===== config.mk =====
export PLATFORM = sky130hd
export DESIGN_NAME = multirate_message_slot_scheduler
export DESIGN_NICKNAME = d
export VERILOG_FILES = /design/src/rtl/core/mss_pkg.sv /design/src/rtl/core/multirate_message_slot_scheduler.sv /design/src/rtl/core/mss_front.sv /design/src/rtl/core/mss_back.sv /design/src/rtl/core/mss_rsp_fifo.sv
export SDC_FILE = /design/constraint.sdc
export NUM_CORES = 1
export LEC_CHECK = 0
export ABC_AREA = 1
export BUFFER_PORTS_ARGS = -buffer_cell sky130_fd_sc_hd__buf_2
export CORE_MARGIN = 2
export CORE_UTILIZATION = 46
export CTS_BUF_LIST = sky130_fd_sc_hd__clkbuf_2
export DETAILED_ROUTE_END_ITERATION = 10
export HOLD_SLACK_MARGIN = 0.03
export PLACE_DENSITY_LB_ADDON = 0.2
export SYNTH_ARGS = -nofsm -noshare
export SYNTH_HDL_FRONTEND = slang
export SYNTH_SLANG_ARGS = --single-unit
export TNS_END_PERCENT = 10

===== constraint.sdc =====
create_clock -name clock -period 19.7 [get_ports clock]
set_input_delay 3.94 -clock clock [delete_from_list [all_inputs] [get_ports clock]]
set_output_delay 3.94 -clock clock [all_outputs]
set_load 0.03 [all_outputs]

===== src/rtl/core/mss_pkg.sv =====
`timescale 1ns / 1ps
// ----------------------------------------------------------------------------
// mss_pkg: shared types and constants of the message slot scheduler
// Request and response payloads, the tick record passed from front to back,
// queue sizes and the fixed slot check table.
// ----------------------------------------------------------------------------
package mss_pkg;

   // Stamp store depth; slots at or above it never fire
   localparam int SLOT_DEPTH  = 16;
   localparam int STAMP_IDX_W = $clog2(SLOT_DEPTH);

   // Check table size and step counter width
   localparam int NUM_CHECKS  = 13;
   localparam int CHECK_IDX_W = $clog2(NUM_CHECKS);

   // Front tick queue and response queue sizes
   localparam int TICK_DEPTH  = 2;
   localparam int TICK_PTR_W  = $clog2(TICK_DEPTH);
   localparam int TICK_CNT_W  = $clog2(TICK_DEPTH + 1);
   localparam int RSP_DEPTH   = 4;
   localparam int RSP_PTR_W   = $clog2(RSP_DEPTH);
   localparam int RSP_CNT_W   = $clog2(RSP_DEPTH + 1);

   localparam logic [15:0] TIMEOUT_RESET = 16'd3000;
   localparam int          PERIOD_W      = 14;

   typedef struct packed {
      logic [31:0] now_ms;
      logic [31:0] last_heartbeat_ms;
      logic        download_busy;
   } req_type;

   typedef struct packed {
      logic [3:0] slot;
      logic       last_of_tick;
   } rsp_type;

   // Classified tick handed to the back end
   typedef struct packed {
      logic [31:0] now_ms;
      logic        gate_open;
   } tick_type;

   // Slot number checked at each step, in call order
   function automatic logic [3:0] check_slot(input logic [CHECK_IDX_W-1:0] idx);
      logic [3:0] s;
      case (idx)
         4'd0:    s = 4'd1;
         4'd1:    s = 4'd2;
         4'd2:    s = 4'd13;
         4'd3:    s = 4'd3;
         4'd4:    s = 4'd4;
         4'd5:    s = 4'd5;
         4'd6:    s = 4'd6;
         4'd7:    s = 4'd7;
         4'd8:    s = 4'd8;
         4'd9:    s = 4'd9;
         4'd10:   s = 4'd10;
         4'd11:   s = 4'd11;
         4'd12:   s = 4'd12;
         default: s = 4'd0;
      endcase
      return s;
   endfunction

   // Period in ms of the slot checked at each step
   function automatic logic [PERIOD_W-1:0] check_period(input logic [CHECK_IDX_W-1:0] idx);
      logic [PERIOD_W-1:0] p;
      case (idx)
         4'd0:    p = 14'd1000;
         4'd1:    p = 14'd1000;
         4'd2:    p = 14'd10000;
         4'd3:    p = 14'd20;
         4'd4:    p = 14'd20;
         4'd5:    p = 14'd200;
         4'd6:    p = 14'd50;
         4'd7:    p = 14'd100;
         4'd8:    p = 14'd200;
         4'd9:    p = 14'd1000;
         4'd10:   p = 14'd20;
         4'd11:   p = 14'd500;
         4'd12:   p = 14'd500;
         default: p = 14'd0;
      endcase
      return p;
   endfunction

   // Steps from 3 onward need an open link gate
   function automatic logic check_gated(input logic [CHECK_IDX_W-1:0] idx);
      return (idx >= 4'd3);
   endfunction

endpackage


===== src/rtl/core/multirate_message_slot_scheduler.sv =====
// Flow: an accepted request is registered in the tick queue, offered to the
//   sequencer in the next cycle and taken once the sequencer is idle or
//   flushing; each firing slot is held back until the next one or the end of
//   the tick is found, then pushed into the response queue, the last marked.
// Throughput: the sequencer checks one slot stamp per cycle (13 checks) while
//   the response queue is not full, and takes the next tick as it releases the last.
// Reset: synchronous, active high; clears all slot stamps to zero, sets the link
//   timeout to 3000 ms and empties both queues.
`timescale 1ns / 1ps
// ----------------------------------------------------------------------------
// multirate_message_slot_scheduler: top level
// Front end classifies ticks into a short queue, back end walks the slot
// table and fills the response queue; holds the link timeout register.
// ----------------------------------------------------------------------------
module multirate_message_slot_scheduler (
   input  logic             clock,
   input  logic             reset,
   input  logic             req_push,
   output logic             req_full,
   input  mss_pkg::req_type req_data,
   output logic             rsp_empty,
   input  logic             rsp_pop,
   output mss_pkg::rsp_type rsp_data,
   input  logic             csr_wr_en,
   input  logic [15:0]      csr_wr_data
);

   logic [15:0]       timeout_ff;
   logic              tick_valid;
   logic              tick_take;
   mss_pkg::tick_type tick_data;
   logic              back_push;
   logic              rsp_q_full;
   mss_pkg::rsp_type  back_rsp;

   // Hold the link timeout register
   always_ff @(posedge clock) begin
      if (reset) begin
         timeout_ff <= mss_pkg::TIMEOUT_RESET;
      end else if (csr_wr_en) begin
         timeout_ff <= csr_wr_data;
      end
   end

   mss_front u_front (
      .clock           (clock),
      .reset           (reset),
      .req_push        (req_push),
      .req_full        (req_full),
      .req_data        (req_data),
      .link_timeout_ms (timeout_ff),
      .tick_valid      (tick_valid),
      .tick_take       (tick_take),
      .tick_data       (tick_data)
   );

   mss_back u_back (
      .clock      (clock),
      .reset      (reset),
      .tick_valid (tick_valid),
      .tick_take  (tick_take),
      .tick_data  (tick_data),
      .rsp_push   (back_push),
      .rsp_full   (rsp_q_full),
      .rsp_data   (back_rsp)
   );

   mss_rsp_fifo u_rsp_fifo (
      .clock     (clock),
      .reset     (reset),
      .push      (back_push),
      .push_data (back_rsp),
      .full      (rsp_q_full),
      .rsp_empty (rsp_empty),
      .rsp_pop   (rsp_pop),
      .rsp_data  (rsp_data)
   );

`ifndef SYNTHESIS
   // Sequencer never pushes into a full response queue
   assert property (@(posedge clock) disable iff (reset) back_push |-> !rsp_q_full)
      else $error("response pushed while queue full");

   // Sequencer takes a tick only when one is queued
   assert property (@(posedge clock) disable iff (reset) tick_take |-> tick_valid)
      else $error("tick taken from empty queue");

   // Every presented response names a real slot
   assert property (@(posedge clock) disable iff (reset)
      !rsp_empty |-> (rsp_data.slot >= 4'd1 && rsp_data.slot <= 4'd13))
      else $error("response slot out of range");
`endif

endmodule


===== src/rtl/core/mss_front.sv =====
`timescale 1ns / 1ps
// ----------------------------------------------------------------------------
// mss_front: request intake and link classification
// Computes the heartbeat age against the timeout, folds it with the download
// flag into one gate bit and queues the tick for the back end.
// ----------------------------------------------------------------------------
module mss_front (
   input  logic             clock,
   input  logic             reset,
   input  logic             req_push,
   output logic             req_full,
   input  mss_pkg::req_type req_data,
   input  logic [15:0]      link_timeout_ms,
   output logic             tick_valid,
   input  logic             tick_take,
   output mss_pkg::tick_type tick_data
);

   mss_pkg::tick_type                      queue_ff [mss_pkg::TICK_DEPTH];
   logic [mss_pkg::TICK_PTR_W-1:0]         wr_ptr_ff, wr_ptr_in;
   logic [mss_pkg::TICK_PTR_W-1:0]         rd_ptr_ff, rd_ptr_in;
   logic [mss_pkg::TICK_CNT_W-1:0]         count_ff, count_in;
   logic [31:0]                            link_age;
   logic                                   do_push;
   logic                                   do_pop;
   mss_pkg::tick_type                      tick_new;

   // Classify the incoming request
   assign link_age           = req_data.now_ms - req_data.last_heartbeat_ms;
   assign tick_new.now_ms    = req_data.now_ms;
   assign tick_new.gate_open = !req_data.download_busy && (link_age <= 32'(link_timeout_ms));

   assign req_full   = (count_ff == mss_pkg::TICK_CNT_W'(mss_pkg::TICK_DEPTH));
   assign tick_valid = (count_ff != '0);
   assign tick_data  = queue_ff[rd_ptr_ff];
   assign do_push    = req_push && !req_full;
   assign do_pop     = tick_take && tick_valid;

   // Advance pointers and count
   always_comb begin
      wr_ptr_in = wr_ptr_ff + (do_push ? 1'b1 : 1'b0);
      rd_ptr_in = rd_ptr_ff + (do_pop ? 1'b1 : 1'b0);
      count_in  = count_ff;
      if (do_push && !do_pop) begin
         count_in = count_ff + 1'b1;
      end else if (!do_push && do_pop) begin
         count_in = count_ff - 1'b1;
      end
   end

   always_ff @(posedge clock) begin
      if (reset) begin
         wr_ptr_ff <= '0;
         rd_ptr_ff <= '0;
         count_ff  <= '0;
      end else begin
         wr_ptr_ff <= wr_ptr_in;
         rd_ptr_ff <= rd_ptr_in;
         count_ff  <= count_in;
      end
   end

   // Store the tick payload
   always_ff @(posedge clock) begin
      if (do_push) begin
         queue_ff[wr_ptr_ff] <= tick_new;
      end
   end

endmodule


===== src/rtl/core/mss_back.sv =====
`timescale 1ns / 1ps
// ----------------------------------------------------------------------------
// mss_back: slot check sequencer
// Walks the check table one step per cycle while the response queue has room,
// compares elapsed time against each slot period, restamps firing slots and
// emits one response each, holding the newest until the tick's last is known.
// ----------------------------------------------------------------------------
module mss_back (
   input  logic              clock,
   input  logic              reset,
   input  logic              tick_valid,
   output logic              tick_take,
   input  mss_pkg::tick_type tick_data,
   output logic              rsp_push,
   input  logic              rsp_full,
   output mss_pkg::rsp_type  rsp_data
);

   typedef enum logic [1:0] {
      ST_IDLE,
      ST_CHECK,
      ST_FLUSH
   } state_type;

   state_type                          state_ff, state_in;
   logic [mss_pkg::CHECK_IDX_W-1:0]    step_ff, step_in;
   mss_pkg::tick_type                  tick_ff, tick_in;
   logic                               pend_vld_ff, pend_vld_in;
   logic [3:0]                         pend_slot_ff, pend_slot_in;
   logic [31:0]                        stamp_ff [mss_pkg::SLOT_DEPTH];

   logic [3:0]                         cur_slot;
   logic [mss_pkg::STAMP_IDX_W-1:0]    cur_idx;
   logic                               cur_enabled;
   logic [31:0]                        elapsed;
   logic                               fire;
   logic                               stamp_we;

   // Evaluate the current step
   assign cur_slot    = mss_pkg::check_slot(step_ff);
   assign cur_idx     = mss_pkg::STAMP_IDX_W'(cur_slot);
   assign cur_enabled = (!mss_pkg::check_gated(step_ff) || tick_ff.gate_open)
                        && (int'(cur_slot) < mss_pkg::SLOT_DEPTH);
   assign elapsed     = tick_ff.now_ms - stamp_ff[cur_idx];
   assign fire        = cur_enabled && (elapsed > 32'(mss_pkg::check_period(step_ff)));

   // Sequence steps, pending response and tick intake
   always_comb begin
      state_in              = state_ff;
      step_in               = step_ff;
      tick_in               = tick_ff;
      pend_vld_in           = pend_vld_ff;
      pend_slot_in          = pend_slot_ff;
      tick_take             = 1'b0;
      rsp_push              = 1'b0;
      rsp_data.slot         = pend_slot_ff;
      rsp_data.last_of_tick = 1'b0;
      stamp_we              = 1'b0;
      case (state_ff)
         ST_IDLE: begin
            if (tick_valid) begin
               tick_take = 1'b1;
               tick_in   = tick_data;
               step_in   = '0;
               state_in  = ST_CHECK;
            end
         end
         ST_CHECK: begin
            if (!rsp_full) begin
               if (fire) begin
                  stamp_we     = 1'b1;
                  rsp_push     = pend_vld_ff;
                  pend_vld_in  = 1'b1;
                  pend_slot_in = cur_slot;
               end
               step_in = step_ff + 1'b1;
               if (step_ff == mss_pkg::CHECK_IDX_W'(mss_pkg::NUM_CHECKS - 1)) begin
                  state_in = ST_FLUSH;
               end
            end
         end
         ST_FLUSH: begin
            if (!rsp_full) begin
               rsp_push              = pend_vld_ff;
               rsp_data.last_of_tick = 1'b1;
               pend_vld_in           = 1'b0;
               if (tick_valid) begin
                  tick_take = 1'b1;
                  tick_in   = tick_data;
                  step_in   = '0;
                  state_in  = ST_CHECK;
               end else begin
                  state_in = ST_IDLE;
               end
            end
         end
         default: begin
            state_in = ST_IDLE;
         end
      endcase
   end

   always_ff @(posedge clock) begin
      if (reset) begin
         state_ff    <= ST_IDLE;
         step_ff     <= '0;
         pend_vld_ff <= 1'b0;
      end else begin
         state_ff    <= state_in;
         step_ff     <= step_in;
         pend_vld_ff <= pend_vld_in;
      end
      tick_ff      <= tick_in;
      pend_slot_ff <= pend_slot_in;
   end

   // Hold slot stamps; restamp on fire
   always_ff @(posedge clock) begin
      if (reset) begin
         for (int i = 0; i < mss_pkg::SLOT_DEPTH; i++) begin
            stamp_ff[i] <= '0;
         end
      end else if (stamp_we) begin
         stamp_ff[cur_idx] <= tick_ff.now_ms;
      end
   end

endmodule


===== src/rtl/core/mss_rsp_fifo.sv =====
`timescale 1ns / 1ps
// ----------------------------------------------------------------------------
// mss_rsp_fifo: response queue
// Small register queue that decouples the sequencer from the response
// consumer and presents the oldest response while not empty.
// ----------------------------------------------------------------------------
module mss_rsp_fifo (
   input  logic             clock,
   input  logic             reset,
   input  logic             push,
   input  mss_pkg::rsp_type push_data,
   output logic             full,
   output logic             rsp_empty,
   input  logic             rsp_pop,
   output mss_pkg::rsp_type rsp_data
);

   mss_pkg::rsp_type                 queue_ff [mss_pkg::RSP_DEPTH];
   logic [mss_pkg::RSP_PTR_W-1:0]    wr_ptr_ff, wr_ptr_in;
   logic [mss_pkg::RSP_PTR_W-1:0]    rd_ptr_ff, rd_ptr_in;
   logic [mss_pkg::RSP_CNT_W-1:0]    count_ff, count_in;
   logic                             do_push;
   logic                             do_pop;

   assign full      = (count_ff == mss_pkg::RSP_CNT_W'(mss_pkg::RSP_DEPTH));
   assign rsp_empty = (count_ff == '0);
   assign rsp_data  = queue_ff[rd_ptr_ff];
   assign do_push   = push && !full;
   assign do_pop    = rsp_pop && !rsp_empty;

   // Advance pointers and count
   always_comb begin
      wr_ptr_in = wr_ptr_ff + (do_push ? 1'b1 : 1'b0);
      rd_ptr_in = rd_ptr_ff + (do_pop ? 1'b1 : 1'b0);
      count_in  = count_ff;
      if (do_push && !do_pop) begin
         count_in = count_ff + 1'b1;
      end else if (!do_push && do_pop) begin
         count_in = count_ff - 1'b1;
      end
   end

   always_ff @(posedge clock) begin
      if (reset) begin
         wr_ptr_ff <= '0;
         rd_ptr_ff <= '0;
         count_ff  <= '0;
      end else begin
         wr_ptr_ff <= wr_ptr_in;
         rd_ptr_ff <= rd_ptr_in;
         count_ff  <= count_in;
      end
   end

   // Store the response payload
   always_ff @(posedge clock) begin
      if (do_push) begin
         queue_ff[wr_ptr_ff] <= push_data;
      end
   end

endmodule


### Word-level counts from Yosys, hierarchy flattened

Memories as Yosys holds them, arrays and structs flattened. A register that Yosys moved wholly into a read port is not among the register bits.
Index checks and enable logic that the tools add are counted.

* $lt $le $gt $ge: 3
* add/subtract/negate cells: 11
* equality and inequality tests: 10
* mux-type cells: 54
* reduce and logical (&&, ||, !) cells: 34
* bitwise operators: 1

Operators with widths (number)
* $mux 33: 2
* $pmux 33 s2: 1
* $sub 32x32->32: 2
* $gt 32x14->1: 1
* $le 32x16->1: 1
* $mux 32: 1
* $mux 4: 8
* $reduce_or 32->1: 1
* $mux 1: 28
* $mux 2: 7
* $pmux 4 s3: 1
* $logic_and 1x1->1: 10
* $reduce_bool 2->1: 5
* $logic_not 1->1: 9
* $reduce_and 4->1: 2
* $mux 3: 2
* $ne 2x2->1 const B: 3
* $pmux 1 s2: 3
* $pmux 2 s3: 1
* $reduce_and 3->1: 2
* $add 2x2->2: 2
* $add 4x1->4 const B: 1
* $eq 2x2->1 const B: 2
* $eq 4x4->1 const B: 1
* other kinds (15): 17

* output and inout port bits: 7
* ROM bits: 240
* bits in registers: 71
* bits in writable memories: 598
* word-level logic and storage cells: 131
* bits of input ports: 86
* memories: 5

Memories
* u_back.stamp_ff: words 16, width 32, read ports 1, clocked after Yosys merged registers in 0, write ports 16, RTL line mss_back.sv:30 `logic [31:0] stamp_ff [mss_pkg::SLOT_DEPTH];`
* (no name shown): words 16, width 11, read ports 1, clocked after Yosys merged registers in 1, write ports 0, RTL line mss_pkg.sv:70 `case (idx)`
* u_front.queue_ff: words 2, width 33, read ports 1, clocked after Yosys merged registers in 1, write ports 1, RTL line mss_front.sv:19 `mss_pkg::tick_type queue_ff [mss_pkg::TICK_DEPTH];`
* (no name shown): words 16, width 4, read ports 1, clocked after Yosys merged registers in 1, write ports 0, RTL line mss_pkg.sv:48 `case (idx)`
* u_rsp_fifo.queue_ff: words 4, width 5, read ports 1, clocked after Yosys merged registers in 1, write ports 1, RTL line mss_rsp_fifo.sv:18 `mss_pkg::rsp_type queue_ff [mss_pkg::RSP_DEPTH];`

### Logic depth before layout (Yosys ltp)

* depth in word-level cells: 12
* mapped depth: 45
* depth with buffers taken out: 43

### Cells and area by module

Synthesis repeated with hierarchy kept, for this count alone.

* cells, all modules: 3504
* area total of the unflattened synthesis: 36907.9 um^2

By module, submodules not included
* mss_back: area each 29490.8 um^2, cells each 2509, seq. area each 16906.2 um^2, times used 1
* mss_front: area each 5632.9 um^2, cells each 808, seq. area each 2062.0 um^2, times used 1
* mss_rsp_fifo: area each 1141.1 um^2, cells each 99, seq. area each 740.7 um^2, times used 1
* multirate_message_slot_scheduler: area each 643.1 um^2, cells each 88, seq. area each 320.3 um^2, times used 1

### Worst setup path before layout

Ideal clock, no wire load.

* path kind: register -> register
* start point: reg, netlist name u_back.cur_idx[0]
* end point: mem u_back.stamp_ff[0][0], enable pin
* setup slack: 13.019 ns
* arrival time: 6.215 ns
* library setup time: 0.466 ns
* path buffers: 3
* required time: 19.234 ns
* clock period less this slack: 6.681 ns
* cell stages (with the launch flop): 29
* cells stage by stage: dfxtp_1 nor2_1 clkbuf_1 clkbuf_1 a22oi_1 a21oi_1 a2111o_1 ha_1 fa_1 inv_1 nand3_1 nand3_1 nand2_1 nand2_1 xor2_1 ha_1 and3_1 nand3_1 a21oi_1 nand2_1 nor2_1 nand2_1 nor2_1 nand3_1 nor2_2 nand2_4 nand3_1 clkbuf_2 o21ai_0

RTL lines (RTL line)
* to (decl): mss_back.sv:30

==> flow_summary_export.csv <==
group,metric,value,unit
sta,setup_tns,0,ns
setup_path,cp-end-kind,"flip-flop",
min_path,hold_path_class,"reg -> reg",
setup_path,arrival,10.20,ns
clock_tree,cts_root_buffer,"clkbuf_2",
route,drt_pre_antenna_iters,6,
power_and_ir_drop,ir_drop,74.03,uV
route,finalWirelength,110600,um
clock_tree,ctsHtreeMaxLevel,4,
clock_tree,cts_buffer_depth,3,
sta,drv_slew,0,
setup_path,startpoint_type,"flip-flop",
sta,fin_crit,9.155,ns
clock_tree,path_clk_slew,0.09,ns
logic_synthesis,synth_cell_types,47,
clock_tree,cts_sinks,683,
clock_tree,cts_made_buffers,182,
layout,drive_gt1_frac,0.2870,
logic_synthesis,async_flop_share,0,
power_and_ir_drop,power_density,134.2,mW/mm^2
sta,tightestPinTransition,1.179,ns
sta,hold_viol,0,
route,drc,0,
grt,grt_use_total,0.2697,
route,first_iter_violations,2682,
placed_design,gp_congestion,0.9413,
logic_synthesis,yosys.area.top_type,"edfxtp_1",
floorplanning,core_area,0.07887,sq mm
setup_path,cpPeakStageDelay,0.98,ns
sta,hold_slack,0.4759,ns
clock_tree,ctsHoldBuffers,0,
sta,maxClockFrequency,109.2,MHz
route,vias_per_cell,5.846,
setup_path,cp_num_buf_inv,6,
logic_synthesis,ys_seq_area_frac,0.5469,
setup_path,slowest_stage,"buf_4",
sta,setup_violations,0,
grt,grt_pass1_wl,165500,um
grt,overflow,0,
logic_synthesis,ys_seq_elements,683,
sta,post-route-period-util,0.4647,
logic_synthesis,postSynthCellCount,3232,
setup_path,critPathKind,"reg -> reg",
layout,synthToLayoutAreaGrowth,7.136,%
grt,grt_pass1_vias,26520,
grt,grt_max_degree,164,
setup_path,cp_top_family,"buffers and inverters",
route,num_vias,26570,
logic_synthesis,synth_flop_cell,"edfxtp_1",
floorplanning,die_h,286.2,um
power_and_ir_drop,power,5.266,mW
logic_synthesis,synth_top_cells_by_area,"edfxtp_1 (52%), nor3_2 (13%), nand2_1 (5.4%), a22oi_1 (5.1%), ha_1 (3.8%)",
layout,layout.cells.non_filler,4545,
floorplanning,initial_core_util,0.4644,
logic_synthesis,synth_top_area_share,0.5206,
logic_synthesis,avgSynthCellArea,11.33,sq um
clock_tree,postCtsSetupBuffers,0,
floorplanning,dieArea,0.08190,sq mm
sta,fin_skew,0.09597,ns
route,ant_nets,0,
layout,final_common_cell,"edfxtp_1",
floorplanning,die_w,286.2,um
logic_synthesis,synthesis.area,0.03663,sq mm
placed_design,place_inst,4220,
layout,layout_common_cells,"edfxtp_1 (635), nand2_1 (506), nor3_2 (481)",
power_and_ir_drop,p_leak,13.98,nW
clock_tree,cts_tree,"done",
layout,final_util,0.4975,
grt,antenna_found_initial,2,
logic_synthesis,synth_enable_flop_cells,635,
logic_synthesis,yosysWarnings,0,
setup_path,required,20.75,ns
placed_design,dp_hpwl,65280,um
logic_synthesis,syn_nets,3432,
clock_tree,cts.repair.resized,0,
layout,nets,3554,
sta,maxSlewHeadroom,0.1938,
flow_run,drv_cap,0,
route,wl_per_cell,24.34,um
sta,rsz0062_at_grt,"false",
floorplanning,pin_count,93,
setup_path,crit_fanout,70,
setup_path,cp_common_cell,"nand2_1",
floorplanning,core.rowCount,103,
status,status,"finished clean",
clock_tree,worstSkewPairLatency,1.41,ns
placed_design,portBuffers,92,
## registers in the layout, summed over array words and instances (netlist names), 3 cells and up, named ones only
register and flops:
u_back.cur_idx 4, u_back.tick_ff 33, u_back.stamp_ff 512, u_back.pend_slot_ff 4, u_rsp_fifo.count_ff 3, u_back.step_ff 4
u_rsp_fifo.queue_ff 20, u_front.queue_ff 66, timeout_ff 16
## worst min-delay path, cell delays in order (launching register included)
cell,delay (ns)
dfxtp_1,0.31
inv_1,0.06
a21oi_1,0.06
## cells in the mapped netlist, types with 2 or more instances
cell         n
edfxtp_1   635
nor4_1       3
nand3b_1    11
o21a_1       5
a22oi_1    248
o211ai_1     2
a21oi_1    140
clkinv_1     8
xor2_1      22
and2_1       7
buf_12      45
and3_1       2
inv_2       11
a2111oi_0   29
buf_2       21
dfxtp_1     48
o21ai_1      2
nand2_1    523
nand4_1     19
ha_1       111
o21ai_0    103
nor3_2     481
o22ai_1      6
xnor2_1     12
a211oi_1     4
buf_6        8
nor2_1     147
nand2_2      4
buf_1        7
nor2_2       5
inv_1      249
a21boi_0    62
o21bai_1     4
clkbuf_1   138
nor3_1      47
nand3_1     50
fa_1         3
## path summary, 6_finish.rpt
kind	from	endpoint	cells after the start	slack (ns)
max reg2reg	u_back.cur_idx[0]	u_back.stamp_ff[1][24]	30	10.55
min reg2reg	timeout_ff[15]	timeout_ff[15]	2	0.48
max	u_back.cur_idx[0]	u_back.stamp_ff[1][24]	30	10.55
min	timeout_ff[15]	timeout_ff[15]	2	0.48
## logic make-up (layout without fill, tap and decap cells)
kind of cell    count (synthesis)  count (layout)  share of synthesized area
compound gates                610             610                     0.1092
flops                         683             683                     0.5469
other cells                     0               4                          0
fa+ha+maj                     114             114                    0.03956
simple gates                 1303            1303                     0.2239
buf+inv                       488             747                    0.07239
xor+xnor                       34              34                   0.008130
## power by group
part / total [mW] / internal [mW] / switching (mW)
logic: 2.40 / 0.620 / 1.78
clock network: 1.01 / 0.406 / 0.601
registers: 1.86 / 1.76 / 0.105
## area by class of cell
| type | count | area [sq um] |
|---|---|---|
| Antenna cell | 4 | 10.01 |
| Inverter | 268 | 1011 |
| Sequential cell | 683 | 20030 |
| Multi-Input combinational cell | 2061 | 14240 |
| Clock buffer | 282 | 1411 |
| Fill cell | 7236 | 39630 |
| Timing Repair Buffer | 158 | 980.9 |
| Tap cell | 1050 | 1314 |
| Clock inverter | 39 | 240.2 |
## routing by layer
| metal | routed length [um] | track usage | up-vias |
|---|---|---|---|
| li1 | - | - | 12020 |
| met1 | 46860 | 0.3658 | 13130 |
| met2 | 51590 | 0.4272 | 1192 |
| met3 | 8080 | 0.04777 | 230 |
| met4 | 4070 | 0.1147 | 0 |
| met5 | 0 | 0 | - |
## stage by stage
step | instance area, sq um | setup WS, ns
finish | 39240 | 10.55
global route | 39240 | 9.950
CTS | 39230 | 10.71
detailed placement | 37580 | 10.75
global placement | 37580 | 10.88
floorplan | 36630 | 13.02
Note: power is estimated with default switching activity, not from simulation.
